$ cat src/hdl/dmbc_pkg.sv
// Package for the direct-mapped byte cache: operation codes and geometry constants.
`default_nettype none

package dmbc_pkg;

  typedef enum logic [1:0] {
    FuncRead  = 2'd0,
    FuncWrite = 2'd1,
    FuncInval = 2'd2
  } func_e;

  localparam int unsigned AddrW         = 16;
  localparam int unsigned DataW         = 8;
  localparam int unsigned Lines         = 256;
  localparam int unsigned IndexW        = $clog2(Lines);
  localparam int unsigned TagW          = AddrW - IndexW;
  localparam int unsigned EntryW        = TagW + DataW;
  localparam int unsigned BankRows      = Lines / 2;
  localparam int unsigned RowW          = IndexW - 1;
  localparam int unsigned MaxWriteBytes = 2;
  localparam int unsigned CountW        = 32;

endpackage

`default_nettype wire

$ cat src/hdl/direct_mapped_byte_cache.sv
// Top level of the direct-mapped byte cache: lookup, fill, invalidate and hit/miss totals.
// Each input transfer passes the lookup stage and then the output register to become a result.
// Throughput: one item per cycle when not stalled; the tag/data lines sit in an even and an
// odd RAM bank, so a two-byte fill writes both banks in the same cycle as the transfer.
// Back-pressure on the output stalls the input only once both stages are full.
// Reset clears the valid flops and both totals at once; no clearing pass is run.
// Age and use counters never reach an output and are not kept.
`default_nettype none

module direct_mapped_byte_cache (
  input  wire logic        clk_i,
  input  wire logic        rst_ni,
  input  wire logic        in_valid_i,
  output logic             in_stall_o,
  input  wire logic [1:0]  func_i,
  input  wire logic        skip_i,
  input  wire logic [15:0] addr_i,
  input  wire logic [7:0]  write_byte0_i,
  input  wire logic [7:0]  write_byte1_i,
  input  wire logic [1:0]  write_count_i,
  output logic             out_valid_o,
  input  wire logic        out_stall_i,
  output logic             hit_o,
  output logic [7:0]       read_byte_o,
  output logic [31:0]      hit_total_o,
  output logic [31:0]      miss_total_o
);

  import dmbc_pkg::*;

  logic              accept;
  func_e             func;
  logic              is_read;
  logic              is_write;
  logic              is_inval;
  logic [IndexW-1:0] idx0;
  logic [IndexW-1:0] idx1;
  logic [AddrW-1:0]  addr1;
  logic              wr0_en;
  logic              wr1_en;

  assign accept   = in_valid_i & ~in_stall_o;
  assign func     = func_e'(func_i);
  assign is_read  = accept & (func == FuncRead) & ~skip_i;
  assign is_write = accept & (func == FuncWrite) & ~skip_i;
  assign is_inval = accept & (func == FuncInval);
  assign idx0     = addr_i[IndexW-1:0];
  assign addr1    = addr_i + AddrW'(1);
  assign idx1     = addr1[IndexW-1:0];
  assign wr0_en   = is_write & (write_count_i != 2'd0);
  assign wr1_en   = is_write & (write_count_i >= 2'd2) & (MaxWriteBytes >= 2);

  // Banks by index parity; consecutive lines always land in different banks.
  logic [EntryW-1:0] rdata [2];

  for (genvar b = 0; b < 2; b++) begin : g_bank
    logic            sel_first;
    logic            we;
    logic [RowW-1:0] waddr;
    logic [EntryW-1:0] wdata;
    logic            re;

    assign sel_first = (b == 1) ? idx0[0] : ~idx0[0];
    assign we        = sel_first ? wr0_en : wr1_en;
    assign waddr     = sel_first ? idx0[IndexW-1:1] : idx1[IndexW-1:1];
    assign wdata     = sel_first ? {addr_i[AddrW-1:IndexW], write_byte0_i}
                                 : {addr1[AddrW-1:IndexW], write_byte1_i};
    assign re        = is_read & sel_first;

    dmbc_ram #(
      .Width (EntryW),
      .Depth (BankRows)
    ) u_ram (
      .clk_i   (clk_i),
      .we_i    (we),
      .waddr_i (waddr),
      .wdata_i (wdata),
      .re_i    (re),
      .raddr_i (idx0[IndexW-1:1]),
      .rdata_o (rdata[b])
    );
  end

  // Valid bits
  logic [Lines-1:0] valid_q, valid_d;

  always_comb begin
    valid_d = valid_q;
    if (is_inval) begin
      valid_d = '0;
    end
    if (wr0_en) begin
      valid_d[idx0] = 1'b1;
    end
    if (wr1_en) begin
      valid_d[idx1] = 1'b1;
    end
  end

  always_ff @(posedge clk_i or negedge rst_ni) begin
    if (!rst_ni) begin
      valid_q <= '0;
    end else begin
      valid_q <= valid_d;
    end
  end

  // Lookup stage
  logic            s1_valid_q;
  logic            s1_read_q;
  logic            s1_bank_q;
  logic [TagW-1:0] s1_tag_q;
  logic            s1_line_valid_q;
  logic            out_valid_q;
  logic            advance;
  logic            s1_take;

  assign advance    = ~out_valid_q | ~out_stall_i;
  assign in_stall_o = s1_valid_q & ~advance;
  assign s1_take    = advance & s1_valid_q;

  always_ff @(posedge clk_i or negedge rst_ni) begin
    if (!rst_ni) begin
      s1_valid_q <= 1'b0;
      s1_read_q  <= 1'b0;
    end else begin
      s1_valid_q <= accept | (s1_valid_q & ~advance);
      if (accept) begin
        s1_read_q <= is_read;
      end
    end
  end

  always_ff @(posedge clk_i) begin
    if (accept) begin
      s1_bank_q       <= idx0[0];
      s1_tag_q        <= addr_i[AddrW-1:IndexW];
      s1_line_valid_q <= valid_q[idx0];
    end
  end

  logic [EntryW-1:0] rd_entry;
  logic              s1_hit;
  logic              s1_miss;
  logic [CountW-1:0] hits_q, hits_d;
  logic [CountW-1:0] misses_q, misses_d;

  assign rd_entry = s1_bank_q ? rdata[1] : rdata[0];
  assign s1_hit   = s1_read_q & s1_line_valid_q & (rd_entry[EntryW-1:DataW] == s1_tag_q);
  assign s1_miss  = s1_read_q & ~s1_hit;
  assign hits_d   = (s1_take & s1_hit) ? hits_q + CountW'(1) : hits_q;
  assign misses_d = (s1_take & s1_miss) ? misses_q + CountW'(1) : misses_q;

  always_ff @(posedge clk_i or negedge rst_ni) begin
    if (!rst_ni) begin
      hits_q      <= '0;
      misses_q    <= '0;
      out_valid_q <= 1'b0;
    end else begin
      hits_q   <= hits_d;
      misses_q <= misses_d;
      if (advance) begin
        out_valid_q <= s1_valid_q;
      end
    end
  end

  // Result register
  logic              out_hit_q;
  logic [DataW-1:0]  out_byte_q;
  logic [CountW-1:0] out_hits_q;
  logic [CountW-1:0] out_misses_q;

  always_ff @(posedge clk_i) begin
    if (s1_take) begin
      out_hit_q    <= s1_hit;
      out_byte_q   <= s1_hit ? rd_entry[DataW-1:0] : '0;
      out_hits_q   <= hits_d;
      out_misses_q <= misses_d;
    end
  end

  assign out_valid_o  = out_valid_q;
  assign hit_o        = out_hit_q;
  assign read_byte_o  = out_byte_q;
  assign hit_total_o  = out_hits_q;
  assign miss_total_o = out_misses_q;

  // Assertions
  a_stall_full: assert property (@(posedge clk_i) disable iff (!rst_ni)
    in_stall_o |-> (s1_valid_q && out_valid_q))
    else $error("input stalled with a free stage");

  a_inval_clears: assert property (@(posedge clk_i) disable iff (!rst_ni)
    (accept && func == FuncInval && !wr0_en && !wr1_en) |=> (valid_q == '0))
    else $error("valid bits not cleared by invalidate");

  a_read_counts_once: assert property (@(posedge clk_i) disable iff (!rst_ni)
    (s1_take && s1_read_q) |=>
      (CountW'(hits_q + misses_q) == CountW'($past(hits_q + misses_q) + CountW'(1))))
    else $error("read transfer not counted exactly once");

  a_nonread_no_count: assert property (@(posedge clk_i) disable iff (!rst_ni)
    !(s1_take && s1_read_q) |=> ($stable(hits_q) && $stable(misses_q)))
    else $error("totals changed without a read");

  a_miss_zero_byte: assert property (@(posedge clk_i) disable iff (!rst_ni)
    (out_valid_q && !out_hit_q) |-> (out_byte_q == '0))
    else $error("nonzero byte on a miss");

endmodule

`default_nettype wire

$ cat src/hdl/dmbc_ram.sv
// Generic single-port-write RAM with registered read.
`default_nettype none

module dmbc_ram #(
  parameter int unsigned Width = 16,
  parameter int unsigned Depth = 128
) (
  input  wire logic                     clk_i,
  input  wire logic                     we_i,
  input  wire logic [$clog2(Depth)-1:0] waddr_i,
  input  wire logic [Width-1:0]         wdata_i,
  input  wire logic                     re_i,
  input  wire logic [$clog2(Depth)-1:0] raddr_i,
  output logic      [Width-1:0]         rdata_o
);

  logic [Width-1:0] mem_q [Depth];
  logic [Width-1:0] rdata_q;

  always_ff @(posedge clk_i) begin
    if (we_i) begin
      mem_q[waddr_i] <= wdata_i;
    end
    if (re_i) begin
      rdata_q <= mem_q[raddr_i];
    end
  end

  assign rdata_o = rdata_q;

endmodule

`default_nettype wire

$ cat config.mk
export PLATFORM = sky130hd
export DESIGN_NAME = direct_mapped_byte_cache
export DESIGN_NICKNAME = d
export VERILOG_FILES = /design/src/hdl/dmbc_pkg.sv /design/src/hdl/direct_mapped_byte_cache.sv /design/src/hdl/dmbc_ram.sv
export SDC_FILE = /design/constraint.sdc
export NUM_CORES = 2
export LEC_CHECK = 0
export BUFFER_PORTS_ARGS = -buffer_cell sky130_fd_sc_hd__buf_4
export CAP_MARGIN = 25
export CORE_ASPECT_RATIO = 1.5
export CORE_MARGIN = 1.5
export CORE_UTILIZATION = 45
export CTS_CLUSTER_SIZE = 14
export DETAILED_ROUTE_END_ITERATION = 8
export PLACE_DENSITY = 0.63
export SYNTH_ARGS = -nofsm -noshare
export SYNTH_HDL_FRONTEND = slang
export SYNTH_SLANG_ARGS = --single-unit
$ cat constraint.sdc
create_clock -name clk_i -period 3.4 [get_ports clk_i]
set_input_delay 0.34 -clock clk_i [delete_from_list [all_inputs] [get_ports clk_i]]
set_output_delay 0.34 -clock clk_i [all_outputs]
set_load 0.01 [all_outputs]
After elaboration in Yosys (flattened, before gate mapping)
Memories as Yosys holds them, arrays and structs flattened. A register that Yosys moved wholly into a read port is not among the register bits.
Cells that the tools add are included.
W data, S select, Z words.
{"block": "word_totals", "regBits": 406, "ram_bits": 4096, "input_bits": 41, "wordCells": 80, "memories": 2}
{"name": "g_bank[0].u_ram.mem_q", "words": 128, "word_bits": 16, "read_ports": 1, "rd_clocked_by_memory_dff": 1, "write_ports": 1, "line": "dmbc_ram.sv:17", "rtl": "logic [Width-1:0] mem_q [Depth];"}
{"name": "g_bank[1].u_ram.mem_q", "words": 128, "word_bits": 16, "read_ports": 1, "rd_clocked_by_memory_dff": 1, "write_ports": 1, "line": "dmbc_ram.sv:17"}
{"block": "op_classes", "add_sub_neg": 3, "magnitude_cmp": 5, "n_eq_ne": 3, "n_mux": 22, "n_bitwise": 28, "reduce_logical": 4}
{"op": "$mux W256", "n": 3}
{"op": "$or A256 B256 Y256", "n": 2}
{"op": "$add A32 B1 Y32 const B", "n": 2}
{"op": "$mux W32", "n": 2}
{"op": "$mux W16", "n": 3}
{"op": "$lt A8 B9 Y1 const B", "n": 2}
{"op": "$and A1 B1 Y1", "n": 17}
{"op": "$add A16 B1 Y16 const B", "n": 1}
{"op": "$demux W1 S8", "n": 2}
{"op": "$ge A8 B1 Y1 const B", "n": 2}
{"op": "$mux W7", "n": 2}
{"op": "$mux W1", "n": 9}
{"op": "$bmux W1 S8", "n": 1}
{"op": "$eq A8 B8 Y1", "n": 1}
{"op": "$not A1 Y1", "n": 7}
{"op": "$eq A2 B1 Y1 const B", "n": 1}
{"op": "$eq A2 B2 Y1 const B", "n": 1}
{"op": "$ge A2 B2 Y1 const B", "n": 1}
{"op": "$logic_and A1 B1 Y1", "n": 2}
{"op": "$logic_not A2 Y1", "n": 1}
{"op": "$or A1 B1 Y1", "n": 2}
{"op": "$reduce_bool A2 Y1", "n": 1}

Depth between registers and ports, before layout
{"block": "logic_depth", "depth_word": 12, "ltp_mapped": 14, "mapped_depth_nobuf": 7}

Cells and area by module
From an unflattened synthesis, not the netlist that was laid out.
{"block": "hier_totals", "cells_unflattened": 7854, "area_unflattened_um2": 176865.9}
{"module": "dmbc_ram", "n_inst": 2, "cells_per_inst": 3086, "area_each_um2": 78683.0, "seq_area_each_um2": 61979.4}
{"module": "direct_mapped_byte_cache", "n_inst": 1, "cells_per_inst": 1682, "area_each_um2": 19500.0, "seq_area_each_um2": 10575.1}

Least setup slack after synthesis
Ideal clock, no wire load.
{"block": "synth_path", "path_type": "input to register", "startpoint": "in addr_i[1]", "endpoint": "mem g_bank[0].u_ram.mem_q[0][9] (data pin)", "setup_time_ps": 932, "t_arrival_ps": 5678, "required_time_ps": 2468, "path_slack_ps": -3210, "stages": 10, "path_buffers": 7, "path_cell_list": "buf_2 -> buf_6 -> buf_4 -> buf_4 -> buf_2 -> buf_2 -> buf_2 -> and3_1 -> nand3_1 -> xnor2_1"}
{"block": "synth_between", "elab_chain_len": 2}
{"item": "start, declared", "line": "direct_mapped_byte_cache.sv:17", "rtl": "input wire logic [15:0] addr_i,"}
{"item": "$add A16 B1 Y16", "line": "direct_mapped_byte_cache.sv:48", "rtl": "assign addr1 = addr_i + AddrW'(1);"}
{"item": "$mux W16", "line": "direct_mapped_byte_cache.sv:66", "rtl": "assign wdata = sel_first ? {addr_i[AddrW-1:IndexW], write_byte0_i}"}
{"item": "net g_bank[0].u_ram.wdata_i[9]", "line": "dmbc_ram.sv:11", "rtl": "input wire logic [Width-1:0] wdata_i,"}
{"item": "end, declared", "line": "dmbc_ram.sv:17"}
The timed path passes the listed nets, and every way through them passes these cells.

Worst setup path after layout
{"block": "layout_path", "startpoint": "reg s1_bank_q", "endpoint": "reg out_hits_q[31], in the netlist hit_total_o[31] (data pin)"}
{"block": "layout_between", "elab_chain_len": 5}
{"item": "start, declared", "line": "direct_mapped_byte_cache.sv:111", "rtl": "logic s1_bank_q;"}
{"item": "start signal, assigned", "line": "direct_mapped_byte_cache.sv:136", "rtl": "s1_bank_q <= idx0[0];"}
{"item": "$mux W16", "line": "direct_mapped_byte_cache.sv:148", "rtl": "assign rd_entry = s1_bank_q ? rdata[1] : rdata[0];"}
{"item": "$eq A8 B8 Y1", "line": "direct_mapped_byte_cache.sv:149", "rtl": "assign s1_hit = s1_read_q & s1_line_valid_q & (rd_entry[EntryW-1:DataW] == s1_tag_q);"}
{"item": "$and A1 B1 Y1", "line": "direct_mapped_byte_cache.sv:149"}
{"item": "$and A1 B1 Y1", "line": "direct_mapped_byte_cache.sv:151", "rtl": "assign hits_d = (s1_take & s1_hit) ? hits_q + CountW'(1) : hits_q;"}
{"item": "$mux W32", "line": "direct_mapped_byte_cache.sv:151"}
{"item": "net hits_d[31]", "line": "direct_mapped_byte_cache.sv:145", "rtl": "logic [CountW-1:0] hits_q, hits_d;"}
{"item": "end signal, assigned", "line": "direct_mapped_byte_cache.sv:178", "rtl": "out_hits_q <= hits_d;"}
{"item": "end, declared", "line": "direct_mapped_byte_cache.sv:171", "rtl": "logic [CountW-1:0] out_hits_q;"}
The timed path passes the listed nets, and every way through them passes these cells.
A chain may end at the register's enable or synchronous reset.

==> impl_metrics.yaml <==
synthesis:
  synth_edf_count: 4211
  ys_warn_count: 0
  async_flop_share: 0.0712
  syn_area_um2: 177000
  synth-seq-cells: 4534
  synth_cells: 8354
  seq_area_frac_synth: 0.759
  synth_fp_nets: 8403
  synth_top_flop_cell: "edfxtp_1"
  yosysUniqueCellTypes: 59
  syn-mean-instance-area_um2: 21.2
power_and_ir_drop:
  p_total_mw: 114
  p_int_mw: 88.9
  power.leakage_nw: 68.5
  p_seq_frac: 0.540
  p_sw_mw: 24.8
  powerDensity_nw_per_um2: 547
  peakVddDrop_uv: 441
  switching_share: 0.218
  power_frac_comb: 0.061
  clockPowerShare: 0.399
sta:
  tns_ns: 0
  fin_skew_ns: 0.0987
  setup_viol: 0
  fin_crit_sh: 0.951
  finalCriticalPeriod_ns: 3.23
  slew_violations: 0
  worst_slew_pin_slew_ns: 1.08
  fmax_mhz: 309
  hold_viol_final: 0
  rsz0062_at_grt: "false"
  slew_headroom: 0.277
critical_path:
  critPathBufInv: 2
  worstPathMaxFanout: 24
  startpoint: "s1_bank_q"
  cp_top_family: "simple AND/OR/NAND/NOR gates"
  cp-end-kind: "register"
  crit_required_ns: 4.08
  r2r-start: "s1_bank_q"
  cp_slowest_stage_delay_ns: 0.59
  cpMaxStageDelayCell: "or4_1"
  critPathKind: "register to register"
  path_cells: "buf_12 > mux2i_1 > xnor2_1 > nand4b_1 > or4_1 > buf_4 > nor4_1 > xor2_1"
  arrival_ns: 3.92
  cp-start-kind: "register"
floorplanning:
  die_width_um: 515
  dieArea_um2: 398000
  coreArea_um2: 393000
  num_io_pins: 116
  num_rows: 282
  die_h_um: 772
  initial_core_util: 0.451
global_routing:
  grt_pass1_vias: 94000
  grt-ovfl-total: 0
  antenna_found_initial: 26
  grt_usage: 0.256
  grt_pass1_wl_um: 717000
  grt_max_degree: 129
detailed_routing:
  via_count: 92300
  drt_wl_total_um: 512000
  dr.pass1.iters: 6
  ant_nets: 0
  post_drt_via_cell_ratio: 6.14
  drt-initial-drc-count: 11200
  drc: 0
  wl_per_cell_um: 34.0
run_status:
  status: "completed"
placed_design:
  hpwl_um: 338000
  io_buffers: 115
  gp_congestion: 0.930
cts:
  tritoncts: "yes"
  clockBufferDepth: 4
  clock_latency_ns: 0.97
  htreeDepth: 5
  numCtsBuffers: 412
  cts_resized: 0
  cts_sinks: 4534
  cts_root_buffer: "clkbuf_16"
  clk_pin_slew_ns: 0.07
layout:
  area_delta_synth_final_pct: 17.3
  nets: 9498
  drive_above_1_share: 0.310
  layout_commonest_cell: "edfxtp_1"
  final_cell_mix: "edfxtp_1 (4211), mux4_2 (1164), buf_4 (863)"
hold_path:
  min_from: "func_i[1]"
  min_path_type: "primary input to register"
job:
  cap_violations: 0
## power groups by stage
stage	logic (mW)	clock network, mW	registers, mW
after floorplan	3.41	0	62.6
after global placement	6.80	0	62.5
after detailed placement	6.93	0	62.6
after CTS	6.97	45.9	61.4
after global routing	7.20	47.8	61.3
final	6.99	45.3	61.4
## kinds of logic after synthesis
logic type | count (synthesis) | share of synthesized area
mux | 1584 | 0.172
simple gates | 982 | 0.0246
xor+xnor | 94 | 0.00465
fa+ha+maj | 8 | 0.000565
compound gates | 622 | 0.0256
buf+inv | 530 | 0.0136
flops | 4534 | 0.759
## worst paths after layout
kind | to | slack [ns] | depth (start not counted)
hold reg to reg | misses_q[31] | 0.46 | 1
hold / removal | valid_q[15] | 0.11 | 3
setup reg to reg | hit_total_o[31] | 0.17 | 8
max in group asynchronous | valid_q[101] | 2.00 | 4
min in group asynchronous | misses_q[1] | 0.48 | 3
setup / recovery | hit_total_o[31] | 0.17 | 8
## per-layer routing
metal | global-route usage | part of all wire | vias to the layer above
li1 | - | - | 37100
met1 | 0.310 | 0.35 | 49400
met2 | 0.428 | 0.50 | 4561
met3 | 0.0414 | 0.076 | 1195
met4 | 0.165 | 0.077 | 10
met5 | 0 | 0.000098 | -
## timing repair
item | 4_1_cts | 5_1_grt
hold buffers | 19 | 0
hold endpoints to repair | 214 | 0
setup buffers | 0 | 3
endpoints found under the setup margin | 0 | 7
## registers in the layout, indices dropped and copies added, names as in the netlist, 32 cells and up
signal,cells
valid_q,256
g_bank.u_ram.mem_q,4096
hit_total_o,32
misses_q,32
g_bank.u_ram.rdata_o,32
miss_total_o,32
hits_q,32
## per-stage QoR
step	setup WS [ns]	utilization	cells	area, µm²	hold slack, ns
floorplan	-0.561	-	8354	178000	0.0444
CTS	0.0227	0.529	15000	208000	0.0469
global placement	-0.478	0.496	14300	195000	0.343
finish	0.168	0.529	15000	208000	0.109
detailed placement	-0.387	0.496	14300	195000	0.345
global route	0.113	0.529	15000	208000	0.0855
## layout make-up
class	instances	area [µm²]
Fill cell	29900	185000
Sequential cell	4534	135000
Multi-Input combinational cell	3290	40900
Timing Repair Buffer	1199	13000
Clock buffer	529	11000
Tap cell	5254	6570
Clock inverter	200	1800
Inverter	12	45.0
Antenna cell	12	30.0
## tightest hold or removal path: stages
cell and delay, ns:
buf_4 0.12, nand2_4 0.28, a221o_1 0.21
## cells in the mapped netlist (20+ instances only)
cell type,number,area (µm²)
a21oi_1,32,160
buf_4,38,285
mux2i_1,397,3970
nor2_1,417,1570
a22oi_1,92,691
clkbuf_1,285,1070
mux2_2,23,259
nor2b_1,23,144
mux4_2,1164,26200
nor3_1,41,205
o221ai_1,130,1140
o22ai_1,172,1080
edfxtp_1,4211,126000
a221o_1,80,801
buf_2,158,791
xnor2_1,31,272
o21ai_0,79,395
nand2_1,283,1060
nand3_1,67,335
dfrtp_1,323,8080
xor2_1,63,552
buf_1,27,101
nand4_1,20,125
nor4_1,35,219
No activity file was read; power rests on OpenSTA's default activity.
